$ cat config.mk
export PLATFORM = sky130hd
export DESIGN_NAME = finder_pattern_run_ratio_check
export DESIGN_NICKNAME = d
export VERILOG_FILES = /design/src/fprc_pkg.sv /design/src/fprc_run_tracker.sv /design/src/fprc_ratio_check.sv /design/src/finder_pattern_run_ratio_check.sv
export SDC_FILE = /design/constraint.sdc
export NUM_CORES = 2
export LEC_CHECK = 0
export BUFFER_PORTS_ARGS = -buffer_cell sky130_fd_sc_hd__buf_2
export CAP_MARGIN = 10
export CORE_MARGIN = 2
export CORE_UTILIZATION = 51
export CTS_CLUSTER_SIZE = 28
export DETAILED_ROUTE_END_ITERATION = 10
export PLACE_DENSITY = 0.79
export SETUP_SLACK_MARGIN = 0.05
export SLEW_MARGIN = 15
export SYNTH_ARGS = -nofsm -noshare
export SYNTH_HDL_FRONTEND = slang
export SYNTH_SLANG_ARGS = --single-unit
$ cat constraint.sdc
create_clock -name clk -period 7.81 [get_ports clk]
set_input_delay 1.562 -clock clk [delete_from_list [all_inputs] [get_ports clk]]
set_output_delay 1.562 -clock clk [all_outputs]
set_load 0.01 [all_outputs]
$ cat src/fprc_pkg.sv
// ----------------------------------------------------------------------------
// fprc_pkg - shared types and constants
// Payload structs, run widths and register indexes for the finder pattern
// run ratio check.
// ----------------------------------------------------------------------------
package fprc_pkg;

	// Line bound: run counters saturate here
	localparam int unsigned MAX_LINE_PIXELS = 4096;

	localparam int unsigned PIX_W      = 8;
	localparam int unsigned RUN_W      = 13;
	localparam int unsigned MIN_PCT_W  = 9;
	localparam int unsigned MAX_PCT_W  = 10;
	localparam int unsigned CFG_DATA_W = 10;
	localparam int unsigned CFG_IDX_W  = 2;

	// 3 * run / max_run scaled by 100 percent
	localparam int unsigned RATIO_SCALE = 300;
	localparam int unsigned PROD_W      = RUN_W + MAX_PCT_W;

	localparam logic [MIN_PCT_W-1:0] MIN_PCT_RESET = MIN_PCT_W'(40);
	localparam logic [MAX_PCT_W-1:0] MAX_PCT_RESET = MAX_PCT_W'(225);

	// Register indexes
	localparam logic [CFG_IDX_W-1:0] REG_MIN_RATIO = CFG_IDX_W'(0);
	localparam logic [CFG_IDX_W-1:0] REG_MAX_RATIO = CFG_IDX_W'(1);

	typedef logic [RUN_W-1:0] run_t;

	typedef struct packed {
		logic [PIX_W-1:0] pixel;
		logic             line_end;
	} pix_t;

	typedef struct packed {
		logic line_pass;
		run_t longest_run;
	} res_t;

	// End-of-line summary handed from the run tracker to the ratio check
	typedef struct packed {
		run_t       max_run;
		run_t [1:0] prior;       // [0] farther, [1] adjacent
		run_t [1:0] after;       // arrival order
		logic       before_full; // two runs precede the longest
		logic       after_full;  // two runs follow the longest
	} snap_t;

endpackage

$ cat src/fprc_run_tracker.sv
// ----------------------------------------------------------------------------
// fprc_run_tracker - run length and longest-run neighbor tracking
// Holds the per-line state; produces the end-of-line summary on line_end.
// ----------------------------------------------------------------------------
module fprc_run_tracker (
	input  logic           clk,
	input  logic           arst_n,
	input  logic           step,
	input  logic           color,
	input  logic           last,
	output fprc_pkg::snap_t snap
);
	import fprc_pkg::*;

	localparam logic [1:0] CNT_FULL = 2'd2;

	typedef struct packed {
		run_t [1:0] recent;     // [0] older, [1] newer
		logic [1:0] seen;
		run_t       max_run;
		run_t [1:0] prior;
		logic [1:0] before_cnt;
		run_t [1:0] after;
		logic [1:0] after_cnt;
	} trk_t;

	logic line_start_q;
	logic prev_color_q;
	run_t cur_run_q;
	trk_t trk_q;

	trk_t trk_a;
	trk_t trk_b;
	run_t cur_a;
	logic chg;

	function automatic trk_t close_run(trk_t s, run_t r);
		trk_t n;
		n = s;
		if (r > s.max_run) begin
			n.max_run    = r;
			n.prior      = s.recent;
			n.before_cnt = s.seen;
			n.after      = '0;
			n.after_cnt  = '0;
		end else if (s.after_cnt < CNT_FULL) begin
			n.after[s.after_cnt[0]] = r;
			n.after_cnt             = s.after_cnt + 2'd1;
		end
		n.recent[0] = s.recent[1];
		n.recent[1] = r;
		if (s.seen < CNT_FULL) begin
			n.seen = s.seen + 2'd1;
		end
		return n;
	endfunction

	// Run update for this pixel, then the final close on line_end
	always_comb begin
		chg = !line_start_q && (color != prev_color_q);
		trk_a = chg ? close_run(trk_q, cur_run_q) : trk_q;
		if (line_start_q || chg) begin
			cur_a = RUN_W'(1);
		end else if (cur_run_q < RUN_W'(MAX_LINE_PIXELS)) begin
			cur_a = cur_run_q + RUN_W'(1);
		end else begin
			cur_a = cur_run_q;
		end
		trk_b = close_run(trk_a, cur_a);

		snap.max_run     = trk_b.max_run;
		snap.prior       = trk_b.prior;
		snap.after       = trk_b.after;
		snap.before_full = (trk_b.before_cnt == CNT_FULL);
		snap.after_full  = (trk_b.after_cnt == CNT_FULL);
	end

	always_ff @(posedge clk or negedge arst_n) begin
		if (!arst_n) begin
			line_start_q <= 1'b1;
			prev_color_q <= 1'b0;
			cur_run_q    <= '0;
			trk_q        <= '0;
		end else if (step) begin
			if (last) begin
				line_start_q <= 1'b1;
				prev_color_q <= 1'b0;
				cur_run_q    <= '0;
				trk_q        <= '0;
			end else begin
				line_start_q <= 1'b0;
				prev_color_q <= color;
				cur_run_q    <= cur_a;
				trk_q        <= trk_a;
			end
		end
	end

endmodule

$ cat src/fprc_ratio_check.sv
// ----------------------------------------------------------------------------
// fprc_ratio_check - neighbor run ratio test
// Registers the cross-products, then compares them against the bounds.
// ----------------------------------------------------------------------------
module fprc_ratio_check (
	input  logic                            clk,
	input  logic                            load,
	input  fprc_pkg::snap_t                 snap,
	input  logic [fprc_pkg::MIN_PCT_W-1:0]  min_pct,
	input  logic [fprc_pkg::MAX_PCT_W-1:0]  max_pct,
	output fprc_pkg::res_t                  res
);
	import fprc_pkg::*;

	logic [PROD_W-1:0]      lo_s3;
	logic [PROD_W-1:0]      hi_s3;
	logic [3:0][PROD_W-1:0] scaled_s3;
	run_t                   longest_s3;
	logic                   full_s3;

	run_t [3:0] nbr;
	logic [3:0] ok;

	assign nbr = {snap.after, snap.prior};

	always_ff @(posedge clk) begin
		if (load) begin
			lo_s3 <= PROD_W'(min_pct) * PROD_W'(snap.max_run);
			hi_s3 <= PROD_W'(max_pct) * PROD_W'(snap.max_run);
			for (int i = 0; i < 4; i++) begin
				scaled_s3[i] <= PROD_W'(nbr[i]) * PROD_W'(RATIO_SCALE);
			end
			longest_s3 <= snap.max_run;
			full_s3    <= snap.before_full && snap.after_full;
		end
	end

	// Both bounds exclusive
	always_comb begin
		for (int i = 0; i < 4; i++) begin
			ok[i] = (lo_s3 < scaled_s3[i]) && (scaled_s3[i] < hi_s3);
		end
		res.line_pass   = full_s3 && (&ok);
		res.longest_run = longest_s3;
	end

endmodule

$ cat src/finder_pattern_run_ratio_check.sv
// ----------------------------------------------------------------------------
// finder_pattern_run_ratio_check - 1:1:3:1:1 run pattern test on a scan line
// Measures black/white runs of one line and checks the neighbors of the
// first longest run against configurable ratio bounds.
// ----------------------------------------------------------------------------
// Usage
//  - pix channel: one pixel item per accepted beat; nonzero is white, zero is
//    black. line_end marks the last pixel of the line.
//  - res channel: one item per line, on its line_end pixel: line_pass and the
//    length of the first longest run. Pixels without line_end give nothing.
//  - cfg port: cfg_we writes cfg_data into register cfg_idx (0 min ratio,
//    1 max ratio, percent, exclusive). Other indexes are ignored. Write only
//    while no line result is outstanding.
//  - Throughput: one pixel per clock when not stalled; one compare/increment
//    plus at most two run closes form the run update in the tracker stage.
//  - Result path: a line_end pixel passes the input reg, summary reg,
//    product reg and result reg in turn, then res_valid rises.
//  - Stall: a held result keeps the pipeline's end full; pixels keep flowing
//    until a line_end pixel reaches the tracker with the summary and product
//    stages both occupied (three line results waiting), then pix_ready drops.
//  - Reset: line state cleared, ratio registers back to 40 and 225 percent,
//    no result pending.
// ----------------------------------------------------------------------------
module finder_pattern_run_ratio_check (
	input  logic                             clk,
	input  logic                             arst_n,
	input  logic                             pix_valid,
	output logic                             pix_ready,
	input  fprc_pkg::pix_t                   pix,
	output logic                             res_valid,
	input  logic                             res_ready,
	output fprc_pkg::res_t                   res,
	input  logic                             cfg_we,
	input  logic [fprc_pkg::CFG_IDX_W-1:0]   cfg_idx,
	input  logic [fprc_pkg::CFG_DATA_W-1:0]  cfg_data
);
	import fprc_pkg::*;

	// Ratio bound registers
	logic [MIN_PCT_W-1:0] min_pct_q;
	logic [MAX_PCT_W-1:0] max_pct_q;

	// Stage 1: registered pixel
	logic v_s1;
	logic color_s1;
	logic last_s1;

	// Stage 2: end-of-line summary
	logic  v_s2;
	snap_t snap_s2;
	snap_t snap_nxt;

	// Stage 3: products (held inside the ratio check)
	logic v_s3;

	// Result register
	logic res_valid_q;
	res_t res_q;
	res_t res_nxt;

	// Backward ready chain; a stage is free when empty or draining
	logic rdy_out;
	logic rdy_s3;
	logic rdy_s2;
	logic rdy_s1;
	logic step;

	assign rdy_out = !res_valid_q || res_ready;
	assign rdy_s3  = !v_s3 || rdy_out;
	assign rdy_s2  = !v_s2 || rdy_s3;
	// Only a line_end pixel needs room downstream
	assign rdy_s1  = !v_s1 || !last_s1 || rdy_s2;
	assign step    = v_s1 && rdy_s1;

	assign pix_ready = rdy_s1;
	assign res_valid = res_valid_q;
	assign res       = res_q;

	// Configuration writes
	always_ff @(posedge clk or negedge arst_n) begin
		if (!arst_n) begin
			min_pct_q <= MIN_PCT_RESET;
			max_pct_q <= MAX_PCT_RESET;
		end else if (cfg_we) begin
			case (cfg_idx)
				REG_MIN_RATIO: min_pct_q <= cfg_data[MIN_PCT_W-1:0];
				REG_MAX_RATIO: max_pct_q <= cfg_data[MAX_PCT_W-1:0];
				default: ;
			endcase
		end
	end

	// Input register
	always_ff @(posedge clk or negedge arst_n) begin
		if (!arst_n) begin
			v_s1 <= 1'b0;
		end else if (rdy_s1) begin
			v_s1 <= pix_valid;
		end
	end

	always_ff @(posedge clk) begin
		if (rdy_s1 && pix_valid) begin
			color_s1 <= (pix.pixel != '0);
			last_s1  <= pix.line_end;
		end
	end

	fprc_run_tracker u_tracker (
		.clk    (clk),
		.arst_n (arst_n),
		.step   (step),
		.color  (color_s1),
		.last   (last_s1),
		.snap   (snap_nxt)
	);

	// Summary register: loaded only by a line_end pixel
	always_ff @(posedge clk or negedge arst_n) begin
		if (!arst_n) begin
			v_s2 <= 1'b0;
		end else if (rdy_s2) begin
			v_s2 <= step && last_s1;
		end
	end

	always_ff @(posedge clk) begin
		if (rdy_s2 && step && last_s1) begin
			snap_s2 <= snap_nxt;
		end
	end

	always_ff @(posedge clk or negedge arst_n) begin
		if (!arst_n) begin
			v_s3 <= 1'b0;
		end else if (rdy_s3) begin
			v_s3 <= v_s2;
		end
	end

	fprc_ratio_check u_ratio (
		.clk     (clk),
		.load    (rdy_s3 && v_s2),
		.snap    (snap_s2),
		.min_pct (min_pct_q),
		.max_pct (max_pct_q),
		.res     (res_nxt)
	);

	// Result register
	always_ff @(posedge clk or negedge arst_n) begin
		if (!arst_n) begin
			res_valid_q <= 1'b0;
		end else if (rdy_out) begin
			res_valid_q <= v_s3;
		end
	end

	always_ff @(posedge clk) begin
		if (rdy_out && v_s3) begin
			res_q <= res_nxt;
		end
	end

endmodule

==> Word level (Yosys, flattened, before mapping) <==
Index checks and enable logic that the tools add are counted.
{ "op_classes": {"n_addsub": 4, "mul": 6, "order_cmp": 18, "n_eq_ne": 4, "mux": 20, "n_reduce_logical": 33} }
{ "ops": {"columns": ["op", "n"], "rows": [
  ["two-way mux 97 bit", 2],
  ["< comparator 22 x 23 -> 1 bit", 4],
  ["< comparator 22 bit", 4],
  ["two-way mux 28 bit", 3],
  ["two-way mux 41 bit", 2],
  ["multiplier 13 x 7 -> 20 bit (second input constant)", 4],
  ["two-way mux 13 bit", 5],
  ["bitwise mux 26 bit", 2],
  ["demux 13 bit (select 1 bit)", 2],
  ["greater-than comparator 13 bit", 2],
  ["multiplier 10 x 13 -> 23 bit", 1],
  ["multiplier 9 x 13 -> 22 bit", 1],
  ["logical AND 1 bit", 16],
  ["adder 13 x 1 -> 13 bit (second input constant)", 1],
  ["< comparator 13 bit (second input constant)", 1],
  ["nonzero test 8 bit", 1],
  ["adder 2 x 1 -> 2 bit (second input constant)", 3],
  ["zero test 1 bit", 6],
  ["logical OR 1 bit", 6],
  ["< comparator 2 bit (second input constant)", 3],
  ["== test 2 bit (second input constant)", 2],
  ["< comparator 1 x 2 -> 1 bit (second input constant)", 2],
  ["two-way mux 2 bit", 2],
  ["AND reduction 2 bit", 2],
  ["6 further kinds", 8]
]} }
{ "word_totals": {"register_bits": 357, "in_bits": 26, "out_inout_bits": 16, "word_cells": 123} }

==> Depth between registers and ports, before layout <==
{ "depth": {"depth_word": 16, "depth_mapped": 24} }

==> By module <==
Synthesis repeated with hierarchy kept, for this count alone.
{ "hier_totals": {"hier_cells": 3210, "hier_area_um2": 32652.6} }
{ "by_module_without_submodules": {"columns": ["mod", "instances", "cells_per_inst", "area_per_inst_um2", "seq_area_each_um2"], "rows": [
  ["fprc_ratio_check", 1, 2325, 22293.9, 4113.9],
  ["fprc_run_tracker", 1, 737, 6871.6, 2803.9],
  ["finder_pattern_run_ratio_check", 1, 148, 3487.1, 3075.4]
]} }

==> Worst setup path after synthesis <==
No wires, ideal clock.
{ "synth_timing": {"path_kind": "input port to flip-flop", "from": "input port res_ready", "to": "register snap_s2[0] (netlist bit) (enable)", "arrival_time_ps": 5032, "setup_slack_ps": 2283, "stages": 6, "path_buffers": 1, "cell_sequence": "nor2b_1 > and3_1 > nand2_1 > nand2_1 > clkbuf_1 > nor2_1"} }
{ "synth_via": {"elab_chain_cells": 7} }
{ "synth_lines": {"columns": ["element", "line", "source"], "rows": [
  ["from (decl)", "finder_pattern_run_ratio_check.sv:31", "input logic res_ready,"],
  ["logical OR 1 bit *", "finder_pattern_run_ratio_check.sv:68", "assign rdy_out = !res_valid_q || res_ready;"],
  ["logical OR 1 bit *", "finder_pattern_run_ratio_check.sv:69", "assign rdy_s3 = !v_s3 || rdy_out;"],
  ["logical OR 1 bit *", "finder_pattern_run_ratio_check.sv:70", "assign rdy_s2 = !v_s2 || rdy_s3;"],
  ["logical OR 1 bit", "finder_pattern_run_ratio_check.sv:72", "assign rdy_s1 = !v_s1 || !last_s1 || rdy_s2;"],
  ["logical AND 1 bit", "finder_pattern_run_ratio_check.sv:73", "assign step = v_s1 && rdy_s1;"],
  ["logical AND 1 bit * (2 in a row)", "finder_pattern_run_ratio_check.sv:128", "if (rdy_s2 && step && last_s1) begin"],
  ["to (signal assigned)", "finder_pattern_run_ratio_check.sv:129", "snap_s2 <= snap_nxt;"],
  ["to (decl)", "finder_pattern_run_ratio_check.sv:50", "snap_t snap_s2;"]
]} }
Every way passes the cells marked *; elsewhere a longest branch is shown, timed or not.
A chain may end at the register's enable or synchronous reset.

==> Worst setup path in the final report <==
{ "layout_timing": {"from": "register snap_s2[59] (netlist bit)", "to": "register u_ratio.hi_s3[22] (data pin)"} }
{ "layout_via": {"elab_chain_cells": 1} }
{ "layout_lines": {"columns": ["element", "line", "source"], "rows": [
  ["multiplier 10 x 13 -> 23 bit", "fprc_ratio_check.sv:29", "hi_s3 <= PROD_W'(max_pct) * PROD_W'(snap.max_run);"],
  ["to (signal assigned)", "fprc_ratio_check.sv:29", null],
  ["to (decl)", "fprc_ratio_check.sv:16", "logic [PROD_W-1:0] hi_s3;"]
]} }
Every way passes these cells.

==> summary.txt <==
Status
  – Outcome: finished, final reports clean

Timing
  – Final hold vios: 0
  – Final Setup Violations: 0
  – Min Clock Period, post-route: 6060 ps
  – Setup TNS: 0 ps
  – Fin. max-slew vios: 0
  – Clock Skew: 44.3 ps
  – Slew @ Worst Pin: 1160 ps
  – Period utilization: 0.776
  – Max_slew headroom: 0.226
  – RSZ-0062 raised after global routing: no
  – F_max: 165 MHz
  – Hold Slack: 423 ps

Layout
  – Most frequent cells in the layout: inv_1, ha_1, nand2_1
  – Area growth syn-to-layout: 7.13%
  – Layout cell share with drive strength beyond 1: 0.0626
  – Commonest non-fill, non-tap cell in the layout: inv_1
  – Nets: 3981

Routing
  – WL final: 78000 um
  – DRT Pass-1 Iters: 5
  – Via Count: 23721
  – Via density: 5.78
  – Remaining DRCs: 0
  – Routed Antenna Nets: 0
  – 1st-iter DRT viols: 2021
  – WL/cell: 19.0 um

Pwr
  – Switching power share of the total: 0.459
  – Leakage: 16.8 nW
  – Gate power share: 0.638
  – Sequential power share: 0.227
  – Switch Pwr: 6.54 mW
  – Pwr/cell area: 408 nW/um^2
  – Pint: 7.69 mW
  – Peak supply drop: 0.504 mV
  – Clock power share: 0.135

Logic synthesis
  – Seq/Total Area, Yosys: 0.307
  – Ys async rst share: 0.380
  – Synth warn: 0
  – Syn Nets: 3988
  – Syn Area/Cell: 10.1 sq um
  – Netlist Area Pre-Place: 32600 sq um
  – Top FF cell, synth: edfxtp_1
  – Number of synthesized register bits: 355
  – Synth cell types: 80
  – Post-Syn Instances: 3237
  – EDFF count, synth: 220

Global route
  – GR Overflow Total: 0
  – Met3 Use GR: 0.0315
  – Initial antenna violation count: 4
  – Number of global-route vias before repair: 23426
  – Total GRT Usage: 0.238
  – Busiest grt layer: met2
  – Global-route wire length before repair: 125000 um
  – Met2 Usage GRT: 0.390
  – Largest net degree at the start of global routing: 77
  – Grt met1 use: 0.327

Clocking
  – CTS Sinks: 355
  – Post-CTS Hold Buffers: 0
  – Post-CTS Setup Bufs: 0
  – Root Buffer: clkbuf_16
  – Worst-path clk slew: 70 ps
  – Clk Latency, worst-skew pair: 590 ps
  – CTS tree: built
  – CTS Buf Count: 38
  – CTS H-Tree Depth: 2
  – Post-CTS sizing: 0
  – Clk buf depth: 3

Floorplan
  – Std cell rows: 92
  – Initial Util: 0.517
  – Boundary pin count: 42
  – Area of the core: 63100 sq um
  – Die height: 257 um
  – Die width: 257 um
  – Die area: 65900 sq um

Critical path
  – Reg2Reg Depth: 21
  – Critical R2R Launch: snap_s2[59]
  – Worst setup EP type: register
  – Crit path required time: 8210 ps
  – Crit-path max FO: 20
  – Critical Path AT: 6460 ps
  – RR Endpoint: u_ratio.hi_s3[22]
  – Reg2Reg Setup Slack: 1750 ps
  – Startpoint Class: register
  – Critical path class: reg -> reg

Place
  – Placer's final routability congestion estimate: 0.882
  – PortBufs: 41
  – Hpwl dp: 58600 um

Hold path
  – Hold Path Origin: u_ratio.longest_s3[4]
  – Worst Hold Class: reg -> reg
  – Worst-case hold path end point: res[4]
  – Hold path cells: 0

Job
  – Max Cap Viol: 0
## power by group through the flow
stage / logic, mW / registers [mW] / clock network [mW]
2_1_floorplan: 6.77 / 2.97 / 0
3_3_place_gp: 8.70 / 3.24 / 0
3_5_place_dp: 8.94 / 3.26 / 0
4_1_cts: 9.04 / 3.22 / 1.94
5_1_grt: 10.3 / 3.25 / 2.01
6_report: 9.08 / 3.23 / 1.92
## area by class of cell
cell class | count | area (sq um)
fillers | 5409 | 28200
well taps | 846 | 1060
repair buffers | 63 | 377
flip-flops and latches | 355 | 9990
inverters | 571 | 2140
diodes | 1 | 2.50
clock buffers | 48 | 1030
clock inverters | 21 | 283
multi-input cells | 2201 | 20000
## routing by layer
metal / routed length (um) / up-vias
met2: 36500 / 901
met5: 10 / -
met4: 2550 / 2
li1: - / 11008
met3: 5430 / 158
met1: 33500 / 11652
## registers in the layout, summed over array words and instances (netlist names)
register	count
color_s1	1
last_s1	1
max_pct_q	10
min_pct_q	9
res	14
res_valid	1
snap_s2	67
u_ratio.full_s3	1
u_ratio.hi_s3	23
u_ratio.lo_s3	20
u_ratio.longest_s3	13
u_ratio.scaled_s3	80
u_tracker.cur_run_q	13
u_tracker.line_start_q	1
u_tracker.prev_color_q	1
u_tracker.trk_q	97
v_s1	1
v_s2	1
v_s3	1
## kinds of logic after synthesis
kind of cell / Yosys count / synth area share
adder cells (fa/ha/maj): 725 / 0.332
AO/OA/AOI/OAI: 605 / 0.127
AND/OR/NAND/NOR: 702 / 0.106
multiplexers: 64 / 0.0206
flip-flops: 355 / 0.307
XOR/XNOR: 105 / 0.0282
buffers and inverters: 681 / 0.0797
## worst max-delay path by stage
stage,startpoint,end,slack [ps],depth (start not counted)
2_1_floorplan,res_ready,snap_s2[0],2280,6
3_3_place_gp,snap_s2[60],u_ratio.hi_s3[22],2020,21
3_5_place_dp,snap_s2[59],u_ratio.hi_s3[21],1840,20
4_1_cts,snap_s2[59],u_ratio.hi_s3[21],1800,20
5_1_grt,snap_s2[59],u_ratio.hi_s3[22],1350,21
6_report,snap_s2[59],u_ratio.hi_s3[22],1750,21
## critical path, cell delays in order (launching register included)
cell and delay (ps):
edfxtp_1 860, nand2_1 150, fa_1 510, inv_1 60
fa_1 520, inv_1 60, fa_1 530, inv_1 50
fa_1 470, inv_1 50, fa_1 470, inv_1 40
ha_1 180, a2111oi_0 480, o21ai_0 220, a21oi_1 260
o31ai_1 170, nand4_1 150, a41oi_1 140, o21ai_0 260
a21oi_1 120, a31oi_1 140
## cell usage after synthesis (all sizes together) (28+ instances only)
cell type	instances	share of area
a21o	78	0.018
a21oi	132	0.020
a22o	28	0.0075
a22oi	57	0.013
and2	130	0.025
clkbuf	83	0.0096
dfrtp	128	0.098
edfxtp	220	0.20
fa	232	0.14
ha	493	0.19
inv	571	0.066
mux2i	39	0.012
nand2	246	0.028
nand3	32	0.0051
nand4	30	0.0058
nor2	113	0.013
nor3	44	0.0069
o21a	37	0.0085
o21ai	114	0.018
o22ai	28	0.0054
xnor2	81	0.022
## per-stage QoR
| stage | total power [mW] | setup WS [ps] | util | instances | instance area [sq um] |
|---|---|---|---|---|---|
| after global placement | 11.9 | 2020 | 0.533 | 4036 | 33600 |
| after detailed placement | 12.2 | 1840 | 0.533 | 4036 | 33600 |
| final | 14.2 | 1750 | 0.554 | 4106 | 34900 |
| after floorplan | 9.74 | 2280 | - | 3237 | 32600 |
| after global routing | 15.5 | 1350 | 0.553 | 4105 | 34900 |
| after CTS | 14.2 | 1800 | 0.553 | 4105 | 34900 |
No activity file was read; power rests on OpenSTA's default activity.
